### src/via_pkg.sv
// Types, register map and constants shared by the timer register block.
package via_pkg;

  // Number of key matrix rows held on chip
  localparam int unsigned KeyRowCountDef = 9;

  // Operation carried by each request
  typedef enum logic [1:0] {
    ActRead    = 2'd0,
    ActWrite   = 2'd1,
    ActTick    = 2'd2,
    ActKeyLoad = 2'd3
  } via_action_e;

  // Register map
  localparam logic [3:0] RegPortB    = 4'd0;
  localparam logic [3:0] RegRowSel   = 4'd1;
  localparam logic [3:0] RegT1CntLo  = 4'd4;
  localparam logic [3:0] RegT1CntHi  = 4'd5;
  localparam logic [3:0] RegT1LatLo  = 4'd6;
  localparam logic [3:0] RegT1LatHi  = 4'd7;
  localparam logic [3:0] RegT2CntLo  = 4'd8;
  localparam logic [3:0] RegT2CntHi  = 4'd9;
  localparam logic [3:0] RegAcr      = 4'd11;
  localparam logic [3:0] RegIfr      = 4'd13;

  localparam int unsigned NumRegs    = 16;

  // Bit masks
  localparam logic [7:0] MaskPortHi2 = 8'hC0;
  localparam logic [7:0] MaskPortLo6 = 8'h3F;
  localparam logic [7:0] MaskIfrT1   = 8'h40;
  localparam logic [7:0] MaskIfrT2   = 8'h20;
  localparam logic [7:0] MaskNotT1   = 8'hBF;
  localparam logic [7:0] MaskNotT2   = 8'hDF;
  localparam logic [7:0] MaskAcrPb7  = 8'h80;
  localparam logic [1:0] AcrSquare   = 2'b11;
  localparam logic [7:0] KeyRowIdle  = 8'hFF;

  typedef struct packed {
    via_action_e action;
    logic [3:0]  reg_addr;
    logic [7:0]  write_data;
    logic [7:0]  cycle_count;
    logic [3:0]  key_row;
  } via_req_t;

  typedef struct packed {
    logic [7:0]  read_data;
    logic        tone_update;
    logic [15:0] tone_period;
    logic        pb7_level;
  } via_rsp_t;

endpackage

### src/via_timer_register_block.sv
// Top level: request register, processing core and response register.
//
// Usage
//   Requests arrive on in_valid_i / in_ready_o with the payload in_req_i:
//   a register read, a register write, a timer tick or a key row load.
//   Every request yields exactly one response on out_valid_o / out_ready_i
//   (out_rsp_o): read data, a tone update with its period, and PB7.
//   A request passes through the request register and then the response
//   register before its response is valid.
//   Throughput: one request per cycle while responses are taken; the state
//   change of each request is committed as it moves into the response
//   register, so the next request sees it with no bubble.
//   Reset clears all sixteen registers, sets every key row to all ones
//   (no key pressed) and empties both pipeline registers.
//   When the receiver stalls, the response holds; the request register
//   fills behind it and in_ready_o drops until the response is taken.
module via_timer_register_block #(
  parameter int unsigned KEY_ROW_COUNT = via_pkg::KeyRowCountDef
) (
  input  logic               clk_i,
  input  logic               rst_ni,
  input  logic               in_valid_i,
  output logic               in_ready_o,
  input  via_pkg::via_req_t  in_req_i,
  output logic               out_valid_o,
  input  logic               out_ready_i,
  output via_pkg::via_rsp_t  out_rsp_o
);

  logic              req_valid_q;
  via_pkg::via_req_t req_q;
  logic              rsp_valid_q;
  via_pkg::via_rsp_t rsp_q;
  via_pkg::via_rsp_t rsp_d;
  logic              advance;

  // Move the held request on when the response slot is free or draining
  assign advance    = req_valid_q && (!rsp_valid_q || out_ready_i);
  assign in_ready_o = !req_valid_q || advance;

  via_core #(
    .KEY_ROW_COUNT(KEY_ROW_COUNT)
  ) u_core (
    .clk_i (clk_i),
    .rst_ni(rst_ni),
    .fire_i(advance),
    .req_i (req_q),
    .rsp_o (rsp_d)
  );

  // Request register
  always_ff @(posedge clk_i or negedge rst_ni) begin
    if (!rst_ni) begin
      req_valid_q <= 1'b0;
    end else if (in_ready_o) begin
      req_valid_q <= in_valid_i;
    end
  end

  always_ff @(posedge clk_i) begin
    if (in_ready_o && in_valid_i) begin
      req_q <= in_req_i;
    end
  end

  // Response register
  always_ff @(posedge clk_i or negedge rst_ni) begin
    if (!rst_ni) begin
      rsp_valid_q <= 1'b0;
    end else if (advance) begin
      rsp_valid_q <= 1'b1;
    end else if (out_ready_i) begin
      rsp_valid_q <= 1'b0;
    end
  end

  always_ff @(posedge clk_i) begin
    if (advance) begin
      rsp_q <= rsp_d;
    end
  end

  assign out_valid_o = rsp_valid_q;
  assign out_rsp_o   = rsp_q;

endmodule

### src/via_core.sv
// Register file, key matrix and the single-pass request logic.
module via_core #(
  parameter int unsigned KEY_ROW_COUNT = via_pkg::KeyRowCountDef
) (
  input  logic               clk_i,
  input  logic               rst_ni,
  input  logic               fire_i,
  input  via_pkg::via_req_t  req_i,
  output via_pkg::via_rsp_t  rsp_o
);

  localparam int unsigned RowIdxW = (KEY_ROW_COUNT > 1) ? $clog2(KEY_ROW_COUNT) : 1;

  logic [7:0] regs_q [via_pkg::NumRegs];
  logic [7:0] regs_d [via_pkg::NumRegs];
  logic [7:0] keys_q [KEY_ROW_COUNT];
  logic [7:0] keys_d [KEY_ROW_COUNT];

  logic [3:0]  sel_row;
  logic [7:0]  sel_keys;
  logic [15:0] t1_cnt;
  logic [15:0] t1_lat;
  logic [15:0] t1_next;
  logic [15:0] t2_cnt;
  logic [15:0] t2_next;

  // Look up the selected key row; rows beyond the matrix read idle
  assign sel_row = regs_q[via_pkg::RegRowSel][3:0];
  always_comb begin
    if ({1'b0, sel_row} < 5'(KEY_ROW_COUNT)) begin
      sel_keys = keys_q[sel_row[RowIdxW-1:0]];
    end else begin
      sel_keys = via_pkg::KeyRowIdle;
    end
  end

  assign t1_cnt = {regs_q[via_pkg::RegT1CntHi], regs_q[via_pkg::RegT1CntLo]};
  assign t1_lat = {regs_q[via_pkg::RegT1LatHi], regs_q[via_pkg::RegT1LatLo]};
  assign t2_cnt = {regs_q[via_pkg::RegT2CntHi], regs_q[via_pkg::RegT2CntLo]};

  // Work out the next state and the response for one request
  always_comb begin
    regs_d  = regs_q;
    keys_d  = keys_q;
    rsp_o   = '0;
    t1_next = t1_cnt;
    t2_next = t2_cnt;
    case (req_i.action)
      via_pkg::ActRead: begin
        case (req_i.reg_addr)
          via_pkg::RegPortB: begin
            rsp_o.read_data = sel_keys | (regs_q[via_pkg::RegPortB] & via_pkg::MaskPortHi2);
          end
          via_pkg::RegT1CntLo: begin
            regs_d[via_pkg::RegIfr] = regs_q[via_pkg::RegIfr] & via_pkg::MaskNotT1;
            rsp_o.read_data = regs_q[via_pkg::RegT1CntLo];
          end
          via_pkg::RegT2CntLo: begin
            regs_d[via_pkg::RegIfr] = regs_q[via_pkg::RegIfr] & via_pkg::MaskNotT2;
            rsp_o.read_data = regs_q[via_pkg::RegT2CntLo];
          end
          default: begin
            rsp_o.read_data = regs_q[req_i.reg_addr];
          end
        endcase
      end
      via_pkg::ActWrite: begin
        case (req_i.reg_addr)
          via_pkg::RegT1CntLo, via_pkg::RegT1LatLo: begin
            regs_d[via_pkg::RegT1CntLo] = req_i.write_data;
            regs_d[via_pkg::RegT1LatLo] = req_i.write_data;
          end
          via_pkg::RegT1CntHi, via_pkg::RegT1LatHi: begin
            regs_d[via_pkg::RegT1CntHi] = req_i.write_data;
            regs_d[via_pkg::RegT1LatHi] = req_i.write_data;
            regs_d[via_pkg::RegIfr] = regs_q[via_pkg::RegIfr] & via_pkg::MaskNotT1;
            if (regs_q[via_pkg::RegAcr][7:6] == via_pkg::AcrSquare) begin
              rsp_o.tone_update = 1'b1;
              rsp_o.tone_period = {req_i.write_data, regs_q[via_pkg::RegT1LatLo]};
            end
          end
          via_pkg::RegT2CntHi: begin
            regs_d[via_pkg::RegT2CntHi] = req_i.write_data;
            regs_d[via_pkg::RegIfr] = regs_q[via_pkg::RegIfr] & via_pkg::MaskNotT2;
          end
          via_pkg::RegAcr: begin
            if (req_i.write_data[7:6] != via_pkg::AcrSquare) begin
              rsp_o.tone_update = 1'b1;
            end
            regs_d[via_pkg::RegAcr] = req_i.write_data;
          end
          default: begin
            regs_d[req_i.reg_addr] = req_i.write_data;
          end
        endcase
      end
      via_pkg::ActTick: begin
        if (t1_cnt > {8'd0, req_i.cycle_count}) begin
          t1_next = t1_cnt - {8'd0, req_i.cycle_count};
        end else begin
          // Underflow: reload from the latch, toggle PB7 when ACR bit 7 is set
          t1_next = t1_lat - {8'd0, req_i.cycle_count};
          if ((regs_q[via_pkg::RegAcr] & via_pkg::MaskAcrPb7) != 8'd0) begin
            if (!regs_q[via_pkg::RegPortB][7]) begin
              regs_d[via_pkg::RegPortB] = regs_q[via_pkg::RegPortB] | via_pkg::MaskPortHi2;
            end else begin
              regs_d[via_pkg::RegPortB] = regs_q[via_pkg::RegPortB] & via_pkg::MaskPortLo6;
              if (t2_cnt != 16'd0) begin
                t2_next = t2_cnt - 16'd1;
                if (t2_next == 16'd0) begin
                  regs_d[via_pkg::RegIfr] = regs_q[via_pkg::RegIfr] | via_pkg::MaskIfrT2;
                end
              end
              regs_d[via_pkg::RegT2CntLo] = t2_next[7:0];
              regs_d[via_pkg::RegT2CntHi] = t2_next[15:8];
            end
          end
          regs_d[via_pkg::RegIfr] = regs_d[via_pkg::RegIfr] | via_pkg::MaskIfrT1;
        end
        regs_d[via_pkg::RegT1CntLo] = t1_next[7:0];
        regs_d[via_pkg::RegT1CntHi] = t1_next[15:8];
      end
      via_pkg::ActKeyLoad: begin
        if ({1'b0, req_i.key_row} < 5'(KEY_ROW_COUNT)) begin
          keys_d[req_i.key_row[RowIdxW-1:0]] = req_i.write_data;
        end
      end
      default: begin
        regs_d = regs_q;
      end
    endcase
    rsp_o.pb7_level = regs_d[via_pkg::RegPortB][7];
  end

  // Commit state when a request goes through
  always_ff @(posedge clk_i or negedge rst_ni) begin
    if (!rst_ni) begin
      for (int i = 0; i < via_pkg::NumRegs; i++) begin
        regs_q[i] <= '0;
      end
      for (int i = 0; i < KEY_ROW_COUNT; i++) begin
        keys_q[i] <= via_pkg::KeyRowIdle;
      end
    end else if (fire_i) begin
      regs_q <= regs_d;
      keys_q <= keys_d;
    end
  end

endmodule

### config.mk
export PLATFORM = sky130hd
export DESIGN_NAME = via_timer_register_block
export DESIGN_NICKNAME = d
export VERILOG_FILES = /design/src/via_pkg.sv /design/src/via_timer_register_block.sv /design/src/via_core.sv
export SDC_FILE = /design/constraint.sdc
export NUM_CORES = 1
export LEC_CHECK = 0
export BUFFER_PORTS_ARGS = -buffer_cell sky130_fd_sc_hd__buf_2
export CORE_UTILIZATION = 60
export CTS_CLUSTER_SIZE = 16
export DETAILED_ROUTE_END_ITERATION = 8
export PLACE_DENSITY = 0.78
export REMOVE_ABC_BUFFERS = 1
export SETUP_SLACK_MARGIN = 0.3
export SYNTH_ARGS = -nofsm -noshare
export SYNTH_HDL_FRONTEND = slang
export SYNTH_SLANG_ARGS = --single-unit
### constraint.sdc
create_clock -name clk_i -period 3.05 [get_ports clk_i]
set_input_delay 0.4575 -clock clk_i [delete_from_list [all_inputs] [get_ports clk_i]]
set_output_delay 0.4575 -clock clk_i [all_outputs]
set_load 0.005 [all_outputs]
=== Yosys cells after proc, flatten, opt, wreduce, memory -nomap -nowiden ===
Cells that the tools add are included.

* Register bits after elaboration: 254
* Input port bits: 30

* Add/sub/neg operators: 3
* Order comparisons: 8
* Equal/unequal tests: 28
* Muxes and demuxes: 46
* Bitwise gates (word level): 13
* Reduce and logical (&&, ||, !) cells: 38

{| class="wikitable"
|+ Operators by type and width
! kind !! number
|-
| $bwmux 128 || 1
|-
| $pmux 8 s2 || 7
|-
| $mux 8 || 12
|-
| $mux 16 || 5
|-
| $bwmux 72 || 1
|-
| $pmux 8 s3 || 3
|-
| $bmux 8 s4 || 2
|-
| $demux 8 s4 || 2
|-
| $pmux 16 s2 || 2
|-
| $mux 32 || 1
|-
| $sub 16x8->16 || 2
|-
| $reduce_and 7->1 || 4
|-
| $mux 6 || 4
|-
| $ne 2x2->1 const B || 12
|-
| $reduce_and 3->1 || 8
|-
| $mux 17 || 1
|-
| $eq 4x3->1 const B || 4
|-
| $gt 16x8->1 || 1
|-
| $logic_not 16->1 || 1
|-
| $reduce_bool 16->1 || 1
|-
| $sub 16x1->16 const B || 1
|-
| $ge 5x5->1 const B || 3
|-
| $not 4->5 || 3
|-
| $pmux 7 s2 || 1
|-
| other kinds (25) || 54
|}

=== Longest topological paths before layout ===
* Word-level depth: 8
* Mapped depth: 10
* Mapped depth without buffers: 9

=== Hierarchy ===
From an unflattened synthesis, not the netlist that was laid out.

* Cell total of the unflattened synthesis: 1153
* Area, all modules: 13838.3 um2

{| class="wikitable"
|+ By module, submodules not included
! module !! times used !! cells each !! area an instance (um2)
|-
| via_core || 1 || 1093 || 12172.9
|-
| via_timer_register_block || 1 || 60 || 1665.3
|}

=== Worst setup path before layout ===
No wires, ideal clock.

* Kind: register -> register
* Start: register u_core.regs_q[88] (netlist name)
* End: register u_core.regs_q[55] (netlist name)
* Library setup time: 132 ps
* Arrival time: 2376 ps
* Data required time: 2918 ps
* Slack: 543 ps
* Cell stages (with the launch flop): 10
* Path buffers: 0
* Clock period less this slack: 2507 ps
* Path through: dfrtp_1 inv_1 ha_1 fa_1 nor2b_4 o31ai_1 a21boi_2 nor4_2 nor3b_1 or3b_1

* Cells in the longest elaborated chain, start to end: 3

{| class="wikitable"
|+ RTL lines
! what !! line !! text
|-
| start: declaration || via_core.sv:14 || <nowiki>logic [7:0] regs_q [via_pkg::NumRegs];</nowiki>
|-
| start signal: assignment || via_core.sv:145 || <nowiki>regs_q <= regs_d;</nowiki>
|-
| $gt 16x8->1 || via_core.sv:98 || <nowiki>if (t1_cnt > {8'd0, req_i.cycle_count}) begin</nowiki>
|-
| $ne 2x2->1 (no line) || -- ||
|-
| $reduce_and 7->1 (no line) || -- ||
|}

Every way passes these cells.
A chain may end at the register's enable or synchronous reset.

=== Worst setup path in the final report ===
* Start: register u_core.regs_q[88] (netlist name)
* End: register u_core.regs_q[95] (netlist name)

* Cells in the longest elaborated chain, start to end: 3
* Elaborated cells between the ends (all ways): 4
* Classes of those cells: add/sub (1); order compare (1); mux (2)

{| class="wikitable"
|+ RTL lines
! what !! line !! text
|-
| $sub 16x8->16 / $gt 16x8->1 (equally long branches) || via_core.sv:99, via_core.sv:98 ||
|-
| $mux 16 (*) || via_core.sv:98 ||
|-
| $pmux 16 s2 (*) || via_core.sv:48 || <nowiki>case (req_i.action)</nowiki>
|}

Every way passes the cells marked *; elsewhere a longest branch is shown, timed or not.

==> results.sh <==
export IMPL_outcome="finished clean"
export IMPL_grt_pass1_vias=10100
export IMPL_nNetsFinal=1269
export IMPL_drt_pass1_iterations=5
export IMPL_cts_tree="yes"
export IMPL_worstReg2RegEnd="u_core.regs_q[95]"
export IMPL_crit_family="compound AO/OA/AOI/OAI gates"
export IMPL_yosys_warnings=0
export IMPL_cts_buffers=28
export IMPL_timing_fmax_mhz=376
export IMPL_crit_path_end_kind="flip-flop"
export IMPL_avgViaCountPerCell=6.75
export IMPL_drv_slew=0
export IMPL_synthFlopType="dfrtp_1"
export IMPL_path_class="reg2reg"
export IMPL_path_max_fanout=5
export IMPL_io_buffer_count=57
export IMPL_antenna_found_initial=0
export IMPL_multi_input_area_um2=6840
export IMPL_rrSetupSlack_ns=0.39
export IMPL_die_h_um=154
export IMPL_mostFrequentLayoutCell="mux2_2"
export IMPL_track_usage=0.331
export IMPL_period_share=0.873
export IMPL_core_um2=22700
export IMPL_worstSetupStartpointType="flip-flop"
export IMPL_hold_viol_final=0
export IMPL_cpMaxStageDelayCell="fa_1"
export IMPL_start_util=0.614
export IMPL_mostFrequentLayoutCells="mux2_2 (161), dfrtp_1 (130), dfstp_2 (72)"
export IMPL_slew_headroom=0.267
export IMPL_fin_util=0.692
export IMPL_drive_gt1_frac=0.379
export IMPL_rsz0062_at_grt="true"
export IMPL_ys_ff_latch=254
export IMPL_rr_worst_depth=10
export IMPL_worst_pin_slew_ns=1.10
export IMPL_drc=0
export IMPL_clock_sinks=254
export IMPL_vdd_drop_max_uv=505
export IMPL_ys_top_cells_by_area="dfrtp_1 (23%), dfstp_2 (14%), mux2_2 (13%)"
export IMPL_rows=55
export IMPL_finClkSkew_ns=0.0105
export IMPL_max_stage_delay_ns=0.47
export IMPL_p_per_area_nw_per_um2=673
export IMPL_clkTransAtPathRegs_ns=0.06
export IMPL_die_area_um2=23900
export IMPL_hpwl_mm=26.8
export IMPL_yosysSeqAreaShare=0.481
export IMPL_fillers=1610
export IMPL_clock_path_buffers=3
export IMPL_place_congestion=0.956
export IMPL_yosys_cell_types_count=87
export IMPL_critPathBufInv=2
export IMPL_hold_start="in_req_i[19]"
export IMPL_rr_startpoint="u_core.regs_q[88]"
export IMPL_antenna_left=0
export IMPL_io_pins=58
export IMPL_synth_top_area_frac=0.233
export IMPL_hold_ws_ns=0.0771
export IMPL_postSynthCellCount=1143
export IMPL_synth_async_reset_ratio=0.795
export IMPL_max_cap_viol_count=0
export IMPL_p_leak_nw=6.68
export IMPL_num_vias=10300
export IMPL_grt_overflow_total=0
export IMPL_htreeDepth=1
export IMPL_syn_avg_cell_area_um2=12.2
export IMPL_min_path_cells=1
export IMPL_fin_crit_ns=2.66
export IMPL_crit_chain="inv_1 > ha_1 > fa_1 > nor2b_4 > o31a_1 > o21ai_1 > buf_4 > nand3_1 > nor3_1 > o32a_1"
export IMPL_cp_required_ns=3.48
export IMPL_syn2layout_area_growth_pct=12.7
export IMPL_synth_edf_count=52
export IMPL_yosys_area_top_type="dfrtp_1"
export IMPL_clk_latency_ns=0.55
export IMPL_setup_viol=0
export IMPL_wl_per_cell_um=25.2
export IMPL_cts_root_buf="clkbuf_16"
export IMPL_grt_max_degree=68
export IMPL_drtIter0Drc=924
export IMPL_seqCellArea_um2=6710
export IMPL_hold_path_class="in2reg"
export IMPL_critPathArrivalTime_ns=3.09
export IMPL_diodes=0
export IMPL_die_w_um=154
export IMPL_synthesis_area_um2=13900
export IMPL_worstHoldEndpoint="req_q[19]"
export IMPL_wl_mm=38.4
export IMPL_grt_pass1_wl_mm=59.3
[area by class of cell]
type	instances	area share
Multi-Input combinational cell	788	0.435
Sequential cell	254	0.427
Clock buffer	42	0.0525
Timing Repair Buffer	112	0.0491
Tap cell	285	0.0227
Clock inverter	10	0.00692
Inverter	29	0.00692
[flip-flops by register name, indices dropped and copies added (netlist names)]
register	count
out_rsp_o	26
req_valid_q	1
req_q	26
u_core.keys_q	72
out_valid_o	1
u_core.regs_q	128
[worst register-to-register path, cell delays in order, from the launching register on]
cell	delay, ns
dfrtp_1	0.40
inv_1	0.06
ha_1	0.21
fa_1	0.47
nor2b_4	0.17
o31a_1	0.24
o21ai_1	0.20
buf_4	0.21
nand3_1	0.17
nor3_1	0.09
o32a_1	0.34
[where the power goes]
group / leakage, nW / internal (mW) / total [mW] / switching (mW)
Combinational: 3.23 / 1.21 / 2.63 / 1.42
Clock: 0.462 / 2.04 / 3.42 / 1.38
Sequential: 2.99 / 4.01 / 4.54 / 0.521
[what timing repair did]
item | in CTS | in global routing
pin swaps | 0 | 1
setup buffers | 0 | 3
setup endpoints to repair | 2 | 35
endpoints found under the hold margin | 51 | 0
hold buffers | 1 | 0
resized for setup | 1 | 6
[how the worst max path moves through the flow]
stage / start / endpoint / slack (ns) / cells after the start
6_report: u_core.regs_q[88] / u_core.regs_q[95] / 0.39 / 10
5_1_grt: u_core.regs_q[88] / u_core.regs_q[91] / 0.27 / 10
4_1_cts: u_core.regs_q[88] / u_core.regs_q[82] / 0.31 / 9
3_5_place_dp: u_core.regs_q[88] / u_core.regs_q[84] / 0.32 / 9
3_3_place_gp: u_core.regs_q[88] / u_core.regs_q[84] / 0.37 / 9
2_1_floorplan: req_q[20] / u_core.regs_q[82] / -0.42 / 5
[cells by family after synthesis]
family,count (synthesis),synth area share
buffers and inverters,101,0.0311
xor gates and xnor gates,15,0.00942
AOI/OAI and AO/OA,216,0.109
and+or+nand+nor,289,0.115
DFF,254,0.481
adders and majority gates,26,0.0244
muxes,242,0.230
[synth_stat cells, drive strengths merged (5+ instances only)]
master / instances
a21o: 5
a21oi: 33
a22oi: 7
a31oi: 5
a32oi: 7
and2: 20
and3: 16
buf: 28
clkbuf: 44
dfrtp: 130
dfstp: 72
edfxtp: 52
ha: 24
inv: 29
mux2: 163
mux2i: 33
mux4: 46
nand2: 56
nand2b: 13
nand3: 21
nand3b: 7
nand4: 6
nor2: 63
nor2b: 14
nor3: 32
nor4: 15
o211ai: 24
o21a: 10
o21ai: 49
o221ai: 9
o22ai: 9
o2bb2ai: 9
o31ai: 6
or3: 6
xnor2: 11
[routing by layer]
layer  track usage  routed length, um  share of wire  vias up
met3        0.0650               3580          0.093      117
li1              -                  -              -     4482
met5             0                  0              0        -
met1         0.450              15300           0.40     5138
met2         0.528              17900           0.47      525
met4         0.130               1560          0.041        0
[through the flow]
step                power [mW]  cells  setup TNS, ns  area, um2  worst slack [ns]
detailed placement        7.12   1464              0      14700             0.322
finish                    10.6   1520              0      15700             0.389
global route              11.0   1520              0      15700             0.267
CTS                       10.5   1517              0      15700             0.307
floorplan                 6.16   1071          -2.32      13600            -0.416
global placement          7.06   1464              0      14700             0.374
(Power assumes the default switching activity.)
